**src/sv/rsr_pkg.sv**
```systemverilog
package rsr_pkg;

  localparam int SYM_W = 8;
  localparam int BIT_CNT_W = 3;

  typedef enum logic [1:0] {
    KIND_LOAD   = 2'd0,
    KIND_COMMIT = 2'd1,
    KIND_FWD    = 2'd2,
    KIND_REV    = 2'd3
  } kind_t;

  typedef enum logic [1:0] {
    STAT_OK         = 2'd0,
    STAT_REJECT     = 2'd1,
    STAT_NOT_LOADED = 2'd2,
    STAT_FULL       = 2'd3
  } status_t;

  typedef enum logic [3:0] {
    S_IDLE,
    S_DISPATCH,
    S_MOD,
    S_SEARCH,
    S_READ,
    S_CHECK,
    S_DECIDE,
    S_COPY,
    S_PAIR_I,
    S_PAIR_S,
    S_PAIR_W,
    S_FINISH,
    S_EMIT
  } state_t;

  // controller to datapath
  typedef struct packed {
    logic clr_ij;
    logic inc_i;
    logic inc_j;
    logic clr_j;
    logic who_to_i;
    logic do_load;
    logic commit_start;
    logic chk_step;
    logic commit_end;
    logic mod_clr;
    logic mod_step;
    logic copy_wr;
    logic pair_self;
    logic pair_hit;
    logic pair_mate;
    logic res_notld;
    logic res_sym;
    logic emit;
  } cmd_t;

  // datapath to controller
  typedef struct packed {
    kind_t kind;
    logic  n_zero;
    logic  loaded;
    logic  refl;
    logic  j_at_n;
    logic  i_at_n;
    logic  i_last;
    logic  j_last;
    logic  hit_fwd;
    logic  hit_rev;
    logic  hit_pair;
    logic  taken_i;
    logic  taken_j;
    logic  mod_done;
    logic  ok;
  } stat_t;

endpackage

```
**src/sv/rsr_ctrl.sv**
```systemverilog
module rsr_ctrl (
  input  logic           clk,
  input  logic           rst,
  input  logic           s_valid,
  output logic           s_ready,
  output logic           m_valid,
  input  logic           m_ready,
  input  rsr_pkg::stat_t st,
  output rsr_pkg::cmd_t  cmd
);

  rsr_pkg::state_t state, state_next;
  logic hit;

  assign hit     = (st.kind == rsr_pkg::KIND_FWD) ? st.hit_fwd : st.hit_rev;
  assign s_ready = (state == rsr_pkg::S_IDLE);

  // state register and output valid
  always_ff @(posedge clk) begin
    if (rst) begin
      state   <= rsr_pkg::S_IDLE;
      m_valid <= 1'b0;
    end else begin
      state <= state_next;
      if (cmd.emit) begin
        m_valid <= 1'b1;
      end else if (m_ready) begin
        m_valid <= 1'b0;
      end
    end
  end

  // next state
  always_comb begin
    state_next = state;
    case (state)
      rsr_pkg::S_IDLE: begin
        if (s_valid) state_next = rsr_pkg::S_DISPATCH;
      end
      rsr_pkg::S_DISPATCH: begin
        case (st.kind)
          rsr_pkg::KIND_LOAD: state_next = rsr_pkg::S_EMIT;
          rsr_pkg::KIND_COMMIT:
            state_next = st.n_zero ? rsr_pkg::S_FINISH : rsr_pkg::S_CHECK;
          default: begin
            if (!st.loaded)   state_next = rsr_pkg::S_EMIT;
            else if (st.refl) state_next = rsr_pkg::S_SEARCH;
            else              state_next = rsr_pkg::S_MOD;
          end
        endcase
      end
      rsr_pkg::S_MOD: begin
        if (st.mod_done) state_next = rsr_pkg::S_SEARCH;
      end
      rsr_pkg::S_SEARCH: begin
        if (st.j_at_n || hit) state_next = rsr_pkg::S_READ;
      end
      rsr_pkg::S_READ: state_next = rsr_pkg::S_EMIT;
      rsr_pkg::S_CHECK: begin
        if (st.j_last && st.i_last) state_next = rsr_pkg::S_DECIDE;
      end
      rsr_pkg::S_DECIDE: begin
        if (!st.ok)       state_next = rsr_pkg::S_FINISH;
        else if (st.refl) state_next = rsr_pkg::S_PAIR_I;
        else              state_next = rsr_pkg::S_COPY;
      end
      rsr_pkg::S_COPY: begin
        if (st.i_at_n) state_next = rsr_pkg::S_FINISH;
      end
      rsr_pkg::S_PAIR_I: begin
        if (st.i_at_n)       state_next = rsr_pkg::S_FINISH;
        else if (!st.taken_i) state_next = rsr_pkg::S_PAIR_S;
      end
      rsr_pkg::S_PAIR_S: begin
        if (st.j_at_n) begin
          state_next = rsr_pkg::S_PAIR_I;
        end else if (st.hit_pair) begin
          state_next = st.taken_j ? rsr_pkg::S_PAIR_I : rsr_pkg::S_PAIR_W;
        end
      end
      rsr_pkg::S_PAIR_W: state_next = rsr_pkg::S_PAIR_I;
      rsr_pkg::S_FINISH: state_next = rsr_pkg::S_EMIT;
      rsr_pkg::S_EMIT: begin
        if (!m_valid || m_ready) state_next = rsr_pkg::S_IDLE;
      end
      default: state_next = rsr_pkg::S_IDLE;
    endcase
  end

  // commands
  always_comb begin
    cmd = '0;
    case (state)
      rsr_pkg::S_IDLE: cmd.clr_ij = 1'b1;
      rsr_pkg::S_DISPATCH: begin
        case (st.kind)
          rsr_pkg::KIND_LOAD:   cmd.do_load = 1'b1;
          rsr_pkg::KIND_COMMIT: cmd.commit_start = 1'b1;
          default: begin
            if (!st.loaded) cmd.res_notld = 1'b1;
            else            cmd.mod_clr = 1'b1;
          end
        endcase
      end
      rsr_pkg::S_MOD: cmd.mod_step = 1'b1;
      rsr_pkg::S_SEARCH: begin
        if (st.j_at_n || hit) cmd.who_to_i = 1'b1;
        else                  cmd.inc_j = 1'b1;
      end
      rsr_pkg::S_READ: cmd.res_sym = 1'b1;
      rsr_pkg::S_CHECK: begin
        cmd.chk_step = 1'b1;
        if (st.j_last) begin
          if (st.i_last) begin
            cmd.clr_ij = 1'b1;
          end else begin
            cmd.inc_i = 1'b1;
            cmd.clr_j = 1'b1;
          end
        end else begin
          cmd.inc_j = 1'b1;
        end
      end
      rsr_pkg::S_COPY: begin
        if (!st.i_at_n) begin
          cmd.copy_wr = 1'b1;
          cmd.inc_i   = 1'b1;
        end
      end
      rsr_pkg::S_PAIR_I: begin
        if (!st.i_at_n) begin
          if (st.taken_i) begin
            cmd.inc_i = 1'b1;
          end else begin
            cmd.pair_self = 1'b1;
            cmd.clr_j     = 1'b1;
          end
        end
      end
      rsr_pkg::S_PAIR_S: begin
        if (st.j_at_n) begin
          cmd.inc_i = 1'b1;
        end else if (st.hit_pair) begin
          if (st.taken_j) cmd.inc_i = 1'b1;
          else            cmd.pair_hit = 1'b1;
        end else begin
          cmd.inc_j = 1'b1;
        end
      end
      rsr_pkg::S_PAIR_W: begin
        cmd.pair_mate = 1'b1;
        cmd.inc_i     = 1'b1;
      end
      rsr_pkg::S_FINISH: cmd.commit_end = 1'b1;
      rsr_pkg::S_EMIT: begin
        if (!m_valid || m_ready) cmd.emit = 1'b1;
      end
      default: cmd = '0;
    endcase
  end

endmodule

```
**src/sv/rsr_datapath.sv**
```systemverilog
module rsr_datapath #(
  parameter int MAX_SYMBOLS = 64
) (
  input  logic                      clk,
  input  logic                      rst,
  input  logic                      accept,
  input  rsr_pkg::kind_t            kind,
  input  logic [rsr_pkg::SYM_W-1:0] symbol,
  input  logic [rsr_pkg::SYM_W-1:0] pair_symbol,
  input  logic [rsr_pkg::SYM_W-1:0] offset,
  input  logic                      inverter,
  input  rsr_pkg::cmd_t             cmd,
  output rsr_pkg::stat_t            st,
  output logic [rsr_pkg::SYM_W-1:0] symbol_out,
  output rsr_pkg::status_t          status
);

  localparam int CW = $clog2(MAX_SYMBOLS + 1);
  localparam int AW = (MAX_SYMBOLS > 1) ? $clog2(MAX_SYMBOLS) : 1;
  localparam int MW = 2 * CW;
  localparam int SW = rsr_pkg::SYM_W;

  // captured request
  rsr_pkg::kind_t kind_q;
  logic [SW-1:0]  sym_q, pair_q, off_q;
  logic           inv_q;

  // rotor state
  logic [CW-1:0] cnt, rsize;
  logic          refl, loaded;

  // tables
  logic [SW-1:0] alph [MAX_SYMBOLS];
  logic [SW-1:0] raw  [MAX_SYMBOLS];
  logic [SW-1:0] wir  [MAX_SYMBOLS];
  logic [SW-1:0] ai_rd, aj_rd, ri_rd, rj_rd, wi_rd, wj_rd;

  // walk counters and work registers
  logic [CW-1:0] i, j, i_next, j_next, n, who, kq;
  logic [CW:0]   t_who, t_mod;
  logic [SW-1:0] cur_a, cur_r;
  logic [MAX_SYMBOLS-1:0] taken;
  logic          fail, full, ok;
  logic [MW-1:0] match_cnt;
  logic [CW-1:0] rem;
  logic [rsr_pkg::BIT_CNT_W-1:0] bcnt;
  logic [SW-1:0] res_sym;
  rsr_pkg::status_t res_st;
  logic          wr_w;
  logic [AW-1:0] wr_w_addr;
  logic [SW-1:0] wr_w_data;

  assign n    = (kind_q == rsr_pkg::KIND_COMMIT) ? cnt : rsize;
  assign full = (cnt == CW'(MAX_SYMBOLS));
  assign ok   = !fail && (match_cnt == MW'(n)) && (n != '0);

  // counter next values; table reads follow them so data lines up with i and j
  always_comb begin
    i_next = i;
    if (cmd.clr_ij)        i_next = '0;
    else if (cmd.inc_i)    i_next = i + CW'(1);
    else if (cmd.who_to_i) i_next = who;
    j_next = j;
    if (cmd.clr_ij || cmd.clr_j) j_next = '0;
    else if (cmd.inc_j)          j_next = j + CW'(1);
  end

  // position after the offset; an unfound symbol counts as index zero
  always_comb begin
    kq = st.j_at_n ? '0 : j;
    if (kind_q == rsr_pkg::KIND_FWD) begin
      t_who = {1'b0, kq} + {1'b0, rem};
    end else begin
      t_who = {1'b0, kq} + {1'b0, n} - {1'b0, rem};
    end
    if (t_who >= {1'b0, n}) t_who = t_who - {1'b0, n};
    who = t_who[CW-1:0];
  end

  // one restoring remainder step
  assign t_mod = {rem, off_q[bcnt]};

  // wiring table write port
  always_comb begin
    wr_w      = cmd.copy_wr | cmd.pair_self | cmd.pair_hit | cmd.pair_mate;
    wr_w_addr = cmd.pair_mate ? j[AW-1:0] : i[AW-1:0];
    if (cmd.copy_wr)        wr_w_data = ri_rd;
    else if (cmd.pair_self) wr_w_data = ai_rd;
    else if (cmd.pair_hit)  wr_w_data = cur_r;
    else                    wr_w_data = cur_a;
  end

  // tables
  always_ff @(posedge clk) begin
    if (cmd.do_load && !full) begin
      alph[cnt[AW-1:0]] <= sym_q;
      raw[cnt[AW-1:0]]  <= pair_q;
    end
    if (wr_w) wir[wr_w_addr] <= wr_w_data;
    ai_rd <= alph[i_next[AW-1:0]];
    aj_rd <= alph[j_next[AW-1:0]];
    ri_rd <= raw[i_next[AW-1:0]];
    rj_rd <= raw[j_next[AW-1:0]];
    wi_rd <= wir[i_next[AW-1:0]];
    wj_rd <= wir[j_next[AW-1:0]];
  end

  // control state
  always_ff @(posedge clk) begin
    if (rst) begin
      cnt    <= '0;
      rsize  <= '0;
      refl   <= 1'b0;
      loaded <= 1'b0;
      i      <= '0;
      j      <= '0;
    end else begin
      i <= i_next;
      j <= j_next;
      if (cmd.do_load && !full) begin
        cnt <= cnt + CW'(1);
        if (cnt == '0) loaded <= 1'b0;
      end
      if (cmd.commit_start) refl <= inv_q;
      if (cmd.commit_end) begin
        rsize  <= ok ? cnt : '0;
        loaded <= ok;
        cnt    <= '0;
      end
    end
  end

  // request capture, commit work and result
  always_ff @(posedge clk) begin
    if (accept) begin
      kind_q <= kind;
      sym_q  <= symbol;
      pair_q <= pair_symbol;
      off_q  <= offset;
      inv_q  <= inverter;
    end
    if (cmd.commit_start) begin
      fail      <= 1'b0;
      match_cnt <= '0;
      taken     <= '0;
    end
    if (cmd.chk_step) begin
      if (j == '0 && (ai_rd == '0 || ri_rd == '0 || (refl && ai_rd == ri_rd))) begin
        fail <= 1'b1;
      end
      if (rj_rd == ai_rd) match_cnt <= match_cnt + MW'(1);
    end
    if (cmd.pair_self) begin
      cur_a <= ai_rd;
      cur_r <= ri_rd;
    end
    if (cmd.pair_hit)  taken[i[AW-1:0]] <= 1'b1;
    if (cmd.pair_mate) taken[j[AW-1:0]] <= 1'b1;
    if (cmd.mod_clr) begin
      rem  <= '0;
      bcnt <= rsr_pkg::BIT_CNT_W'(SW - 1);
    end
    if (cmd.mod_step) begin
      rem  <= (t_mod >= {1'b0, n}) ? CW'(t_mod - {1'b0, n}) : t_mod[CW-1:0];
      bcnt <= bcnt - rsr_pkg::BIT_CNT_W'(1);
    end
    if (cmd.do_load) begin
      res_sym <= '0;
      res_st  <= full ? rsr_pkg::STAT_FULL : rsr_pkg::STAT_OK;
    end
    if (cmd.commit_end) begin
      res_sym <= '0;
      res_st  <= ok ? rsr_pkg::STAT_OK : rsr_pkg::STAT_REJECT;
    end
    if (cmd.res_notld) begin
      res_sym <= '0;
      res_st  <= rsr_pkg::STAT_NOT_LOADED;
    end
    if (cmd.res_sym) begin
      res_sym <= (kind_q == rsr_pkg::KIND_FWD) ? wi_rd : ai_rd;
      res_st  <= rsr_pkg::STAT_OK;
    end
    if (cmd.emit) begin
      symbol_out <= res_sym;
      status     <= res_st;
    end
  end

  // status to the controller
  always_comb begin
    st.kind     = kind_q;
    st.n_zero   = (n == '0);
    st.loaded   = loaded;
    st.refl     = refl;
    st.j_at_n   = (j == n);
    st.i_at_n   = (i == n);
    st.i_last   = ((i + CW'(1)) == n);
    st.j_last   = ((j + CW'(1)) == n);
    st.hit_fwd  = (aj_rd == sym_q);
    st.hit_rev  = (wj_rd == sym_q);
    st.hit_pair = (aj_rd == cur_r);
    st.taken_i  = taken[i[AW-1:0]];
    st.taken_j  = taken[j[AW-1:0]];
    st.mod_done = (bcnt == '0);
    st.ok       = ok;
  end

endmodule

```
**src/sv/rotor_substitution_with_reflector_top.sv**
```systemverilog
// Single cipher rotor with optional reflector pairing.
// Input stream: s_tuser carries the request kind (load pair, commit, forward,
// reverse); s_tdata carries symbol, pair symbol, offset and inverter flag.
// Output stream: one response per request, symbol_out and status in m_tdata.
// One request is worked at a time; s_tready is high only while idle.
// Request steps, n = committed or staged count: a load or a not-loaded encipher
//   answers directly; forward/reverse reduce the offset modulo n (not for a
//   reflector), then search the table one entry per cycle; a commit matches
//   every pair of entries, then, if the check passes, copies the wiring, or for
//   a reflector pairs entries (each free entry searches the alphabet)
// Responses wait in an output register; a stalled m_tready holds the block in
// its final step until the register drains, while the request itself is
// already done. Reset clears the counters, the loaded flag and the output
// valid; the tables need no clearing since they are read only after writes.
module rotor_substitution_with_reflector_top #(
  parameter int MAX_SYMBOLS = 64
) (
  input  logic        clk,
  input  logic        rst,
  input  logic        s_tvalid,
  output logic        s_tready,
  input  logic [31:0] s_tdata,  // symbol[7:0], pair_symbol[15:8], offset[23:16], inverter[24]
  input  logic [1:0]  s_tuser,  // kind[1:0]
  output logic        m_tvalid,
  input  logic        m_tready,
  output logic [15:0] m_tdata   // symbol_out[7:0], status[9:8]
);

  rsr_pkg::cmd_t    cmd;
  rsr_pkg::stat_t   st;
  rsr_pkg::status_t status;
  logic [rsr_pkg::SYM_W-1:0] symbol_out;

  rsr_ctrl u_ctrl (
    .clk     (clk),
    .rst     (rst),
    .s_valid (s_tvalid),
    .s_ready (s_tready),
    .m_valid (m_tvalid),
    .m_ready (m_tready),
    .st      (st),
    .cmd     (cmd)
  );

  rsr_datapath #(
    .MAX_SYMBOLS (MAX_SYMBOLS)
  ) u_dp (
    .clk         (clk),
    .rst         (rst),
    .accept      (s_tvalid && s_tready),
    .kind        (rsr_pkg::kind_t'(s_tuser)),
    .symbol      (s_tdata[7:0]),
    .pair_symbol (s_tdata[15:8]),
    .offset      (s_tdata[23:16]),
    .inverter    (s_tdata[24]),
    .cmd         (cmd),
    .st          (st),
    .symbol_out  (symbol_out),
    .status      (status)
  );

  assign m_tdata = {6'b0, status, symbol_out};

endmodule

```
**config.mk**
```make
export PLATFORM = sky130hd
export DESIGN_NAME = rotor_substitution_with_reflector_top
export DESIGN_NICKNAME = d
export VERILOG_FILES = /design/src/sv/rsr_pkg.sv /design/src/sv/rsr_ctrl.sv /design/src/sv/rsr_datapath.sv /design/src/sv/rotor_substitution_with_reflector_top.sv
export SDC_FILE = /design/constraint.sdc
export NUM_CORES = 2
export LEC_CHECK = 0
export ABC_CLOCK_PERIOD_IN_PS = 20500
export BUFFER_PORTS_ARGS = -buffer_cell sky130_fd_sc_hd__buf_2
export CORE_ASPECT_RATIO = 0.75
export CORE_MARGIN = 8
export CORE_UTILIZATION = 45
export DETAILED_ROUTE_END_ITERATION = 10
export HOLD_SLACK_MARGIN = 0.05
export PLACE_DENSITY = 0.69
export SYNTH_ARGS = -nofsm -noshare
export SYNTH_HDL_FRONTEND = slang
export SYNTH_HIERARCHICAL = 1
export SYNTH_SLANG_ARGS = --single-unit
```
**constraint.sdc**
```tcl
create_clock -name clk -period 20.5 [get_ports clk]
set_input_delay 1.025 -clock clk [delete_from_list [all_inputs] [get_ports clk]]
set_output_delay 1.025 -clock clk [all_outputs]
set_load 0.005 [all_outputs]
```
### Word level (Yosys, flattened, before mapping)

Memories as Yosys holds them, arrays and structs flattened. A register that Yosys moved wholly into a read port is not among the register bits.
Index checks and enable logic that the tools add are counted.

* logic and storage cells: 247
* bits in read-only memories: 0
* output and inout port bits: 18
* latch bits: 0
* flip-flop bits (word level): 187
* memories: 3
* bits in writable memories: 1536
* bits of input ports: 38

Memory list
* u_dp.alph: depth 64, bits a word 8, read ports 2, clocked after Yosys merged registers in 2, wr ports 1, RTL line rsr_datapath.sv:33 `logic [SW-1:0] alph [MAX_SYMBOLS];`
* u_dp.raw: depth 64, bits a word 8, read ports 2, clocked after Yosys merged registers in 2, wr ports 1, RTL line rsr_datapath.sv:34 `logic [SW-1:0] raw [MAX_SYMBOLS];`
* u_dp.wir: depth 64, bits a word 8, read ports 2, clocked after Yosys merged registers in 2, wr ports 1, RTL line rsr_datapath.sv:35 `logic [SW-1:0] wir [MAX_SYMBOLS];`

* multipliers: 0
* mux-type cells: 120
* shift-type cells: 0
* add/sub/neg operators: 10
* equality and inequality tests: 33
* order comparisons: 7
* bitwise gates (word level): 5
* reduce and logical (&&, ||, !) cells: 42
* div/mod/pow operators: 0

Operators by type and width (number)
* two-way mux 64 bit: 3
* bitwise OR 64 bit: 2
* two-way mux 8 bit: 9
* two-way mux 7 bit: 9
* two-way mux 1 bit: 58
* two-way mux 4 bit: 14
* one-hot mux 4 bit (12 select lines): 1
* two-way mux 14 bit: 3
* equality test 8 bit: 5
* equality test 7 bit: 4
* two-way mux 6 bit: 4
* adder 7 x 1 -> 7 bit, second input constant: 3
* logical NOT 7 bit: 3
* equality test 4 bit, second input constant: 5
* adder 7 x 7 -> 8 bit: 2
* equality test 4 x 3 -> 1 bit, second input constant: 4
* >= comparator 8 x 7 -> 1 bit: 2
* logical NOT 8 bit: 2
* adder 14 x 1 -> 14 bit, second input constant: 1
* equality test 14 x 7 -> 1 bit: 1
* less-than comparator 6 x 7 -> 1 bit, second input constant: 2
* two-way mux 2 bit: 7
* subtractor 7 bit: 2
* binary-select mux 1 bit (select 6 bit): 2
* 33 further kinds: 69

### Logic depth before layout (Yosys ltp)

* depth in word-level cells: 12
* mapped depth: 35
* mapped depth without buffers: 29

### Hierarchy

The synthesis kept the hierarchy.

Modules (own cells, without submodules)
* rsr_datapath: area an instance 87705.4 sq um, instances 1, cells an instance 8101
* rsr_ctrl: area an instance 721.9 sq um, instances 1, cells an instance 106
* rotor_substitution_with_reflector_top: area an instance 55.1 sq um, instances 1, cells an instance 8

### Least setup slack after synthesis

No wires, ideal clock.

* kind: register to register
* start point: reg u_dp.i[1]
* end point: mem u_dp/wir[0][6] in the netlist's numbering, data pin
* data arrival time: 6.880 ns
* period minus slack after synthesis: 7.582 ns
* cell stages (with the launch flop): 15
* required time: 19.798 ns
* slack: 12.918 ns
* path buffers: 6
* cell sequence: dfxtp_1 -> clkbuf_1 -> buf_1 -> clkbuf_1 -> clkbuf_1 -> nor2_1 -> a221oi_1 -> a21oi_1 -> o21ai_0 -> nand3_1 -> nor3_1 -> clkbuf_1 -> clkbuf_1 -> a21oi_1 -> o21ai_0

RTL lines
* from (decl): RTL line rsr_datapath.sv:39 `logic [CW-1:0] i, j, i_next, j_next, n, who, kq;`
* from (signal assigned): RTL line rsr_datapath.sv:118 `i <= i_next;`
* to (decl): RTL line rsr_datapath.sv:35

==> results.cfg <==
[outcome]
status = finished with violations
failed_checks = capacitance limit, slew limit

[placement]
portBuffers = 42
dpl.hpwl_um = 176000
gp_congestion = 0.965

[clocking]
cts_sinks = 1771
htree_levels = 4
root_buffer = clkbuf_16
insertion_delay_ns = 0.84
clk_pin_slew_ns = 0.07
cts_resized = 0
cts_tree = built
numCtsBuffers = 174
hold_buffers = 0
clk_path_buf_depth = 3
cts_setup_buffers = 0

[floorplan]
die_area_um2 = 211000
ios = 56
core_area_um2 = 196000
die_width_um = 528
start_util_pct = 45.1
row_count = 141
die_h_um = 400

[pwr]
power_density_nw_per_um2 = 129
power_mw = 12.5
ir_drop_mv = 0.188
leakage_nw = 31.4

[cells_and_area]
multi_input_area_um2 = 34200
register_area_um2 = 51500
fill_cells = 17000
nets = 7983
area_growth_pct = 9.35
drive_gt1_share_pct = 8.12

[drt]
first_pass_iters = 8
vias = 71400
wl_per_cell_um = 28.5
via_per_inst = 6.68
finalWirelength_um = 304000
drc = 0
drt_iter0_drc = 12600
ant_nets = 0

[yosys]
ys.flop_type = edfxtp_1
synth_xor_area_share_pct = 0.950
synth.distinct_cells = 89
synth_common_cells = 1827 x nand2_1, 1607 x edfxtp_1, 654 x a211oi_1, 556 x clkbuf_1, 407 x a311oi_1
synthCells = 8215
synthMuxAreaShare_pct = 3.88
yosys.area_share.adder_pct = 0.749
synth_top_cell_by_area = edfxtp_1
synth-simple-area-share_pct = 16.2
yosysMostFrequentCell = nand2_1
synth-seq-cells = 1771
synth_top_area_share_pct = 54.5
netlist_area_um2 = 88500
synth_warnings = 6
synth.area.top_cells = edfxtp_1 55%, nand2_1 7.8%, a211oi_1 5.5%
synth_top_family_by_area = compound AO/OA/AOI/OAI gates
synth_compound_area_share_pct = 16.3
synthArstFlopShare_pct = 0
syn_avg_cell_area_um2 = 10.8
ys_seq_area_share_pct = 58.2
synth_enable_flop_cells = 1607

[setup_path]
reg2reg_from = u_dp/kind_q[0]
cp.required_ns = 21.17
cp_slowest_stage_delay_ns = 0.72
crit_type = register to register
crit_fanout = 166
crit_path_end_kind = register
worst-r2r-cell-count = 32
crit_path_start_kind = register
crit_slowest_cell = nor2b_1
setup.worst_path.start = u_dp/kind_q[0]
arrival_ns = 12.38

[global_routing]
grt_max_degree = 180
grt_usage_pct = 27.4
antenna_found_initial = 12
grt_overflow = 0
grt_pass1_vias = 65900
grt_pass1_wl_um = 436000

[timing]
slew-limit-headroom_pct = -3.68
hold_violations = 0
rsz0062_at_grt = no
slew_violations = 3
setup_violations = 0
worst_pin_slew_ns = 1.55
max_freq_ghz = 0.0854
setup_tns_ns = 0
min_period_over_period_pct = 57.1
finClkSkew_ns = 0.0516
period_needed_ns = 11.71

[worst_hold_path]
holdPathStages = 1
hp-class = input port to register
min-delay-start = s_tdata[19]

[run]
maxCapViolCount = 2
[routing by layer]
layer  global-route usage (%)  part of all wire (%)  vias up
met1                     38.1                    38    34500
met3                     10.3                    17      854
li1                         -                     -    30300
met4                     10.9                   4.3       10
met5                        0                 0.025        -
met2                     38.7                    41     5614
[worst max-delay path, delay by kind of cell, from the launching register on]
kind,cells,cell delay [ns]
and+or+nand+nor,11,3.46
xor gates and xnor gates,2,0.31
muxes,2,0.77
adders and majority gates,3,1.27
DFF,1,0.56
AOI/OAI and AO/OA,8,1.66
buffers and inverters,6,3.00
[cells in the final DEF, fill, tap and decap left out, types with 36 or more instances in the layout]
cell       count
nand2_1     1822
nor2_2        54
inv_1        106
a21oi_1      316
edfxtp_1    1607
and2_1       348
xnor2_1       69
a32oi_1       96
nand3_1      228
o21ai_1       80
a311oi_1     407
dfxtp_1      164
mux2i_1      236
o22ai_1       49
o21ai_0      124
clkbuf_16    178
a22oi_1       62
clkbuf_1      36
nor3_1       101
a211oi_1     654
buf_2         42
nand4_1       49
buf_4        163
nor2_1       182
and3_1       200
clkinv_1      36
a31oi_1      133
ha_1          37
mux4_2        43
[final timing paths]
path | to | slack [ns]
hold / removal | u_dp/off_q[3] | 0.36
setup reg to reg | u_dp/wi_rd[7] | 8.79
hold reg to reg | u_dp/symbol_out[7] | 0.42
setup / recovery | u_dp/wi_rd[7] | 8.79
[registers in the layout, summed over array words and instances (netlist names), 14 cells and up]
| register | flops |
|---|---|
| u_dp/wir | 512 |
| u_dp/alph | 512 |
| u_dp/raw | 512 |
| u_dp/taken | 64 |
| u_dp/match_cnt | 14 |
[cell families (layout without fill, tap and decap cells)]
kind of cell	count (synthesis)	after routing
and+or+nand+nor	3161	3161
AOI/OAI and AO/OA	2026	2026
DFF	1771	1771
buffers and inverters	825	647
muxes	288	288
xor gates and xnor gates	96	96
adders and majority gates	47	47
other	1	9
[stage by stage]
step           hold WS, ns  area (um2)  utilization (%)  instances  worst slack [ns]
6_report             0.361       96800             49.3      10700              8.79
5_1_grt              0.331       96700             49.3      10700              8.33
4_1_cts              0.318       96700             49.3      10700              9.25
3_5_place_dp         0.405       91100             46.5      10400              9.30
3_3_place_gp         0.408       91100             46.5      10400              9.36
2_1_floorplan        0.400       88500                -       8220             12.92
[final cells by class]
class / instances / share of cell area [%]
inverter: 110 / 0.427
multi-input combinational: 5624 / 35.4
antenna: 3 / 0.00776
timing repair buffer: 217 / 1.73
sequential: 1771 / 53.3
clock buffer: 228 / 4.94
tap: 2645 / 3.42
clock inverter: 92 / 0.856
[power breakdown]
group          leakage [nW]  internal [mW]  switching [mW]  total [mW]
Sequential             15.8           4.26           0.151        4.41
Combinational          12.9           1.34            3.50        4.84
Clock                  2.74           1.78            1.42        3.20
Power figures use the tool's default switching activity.
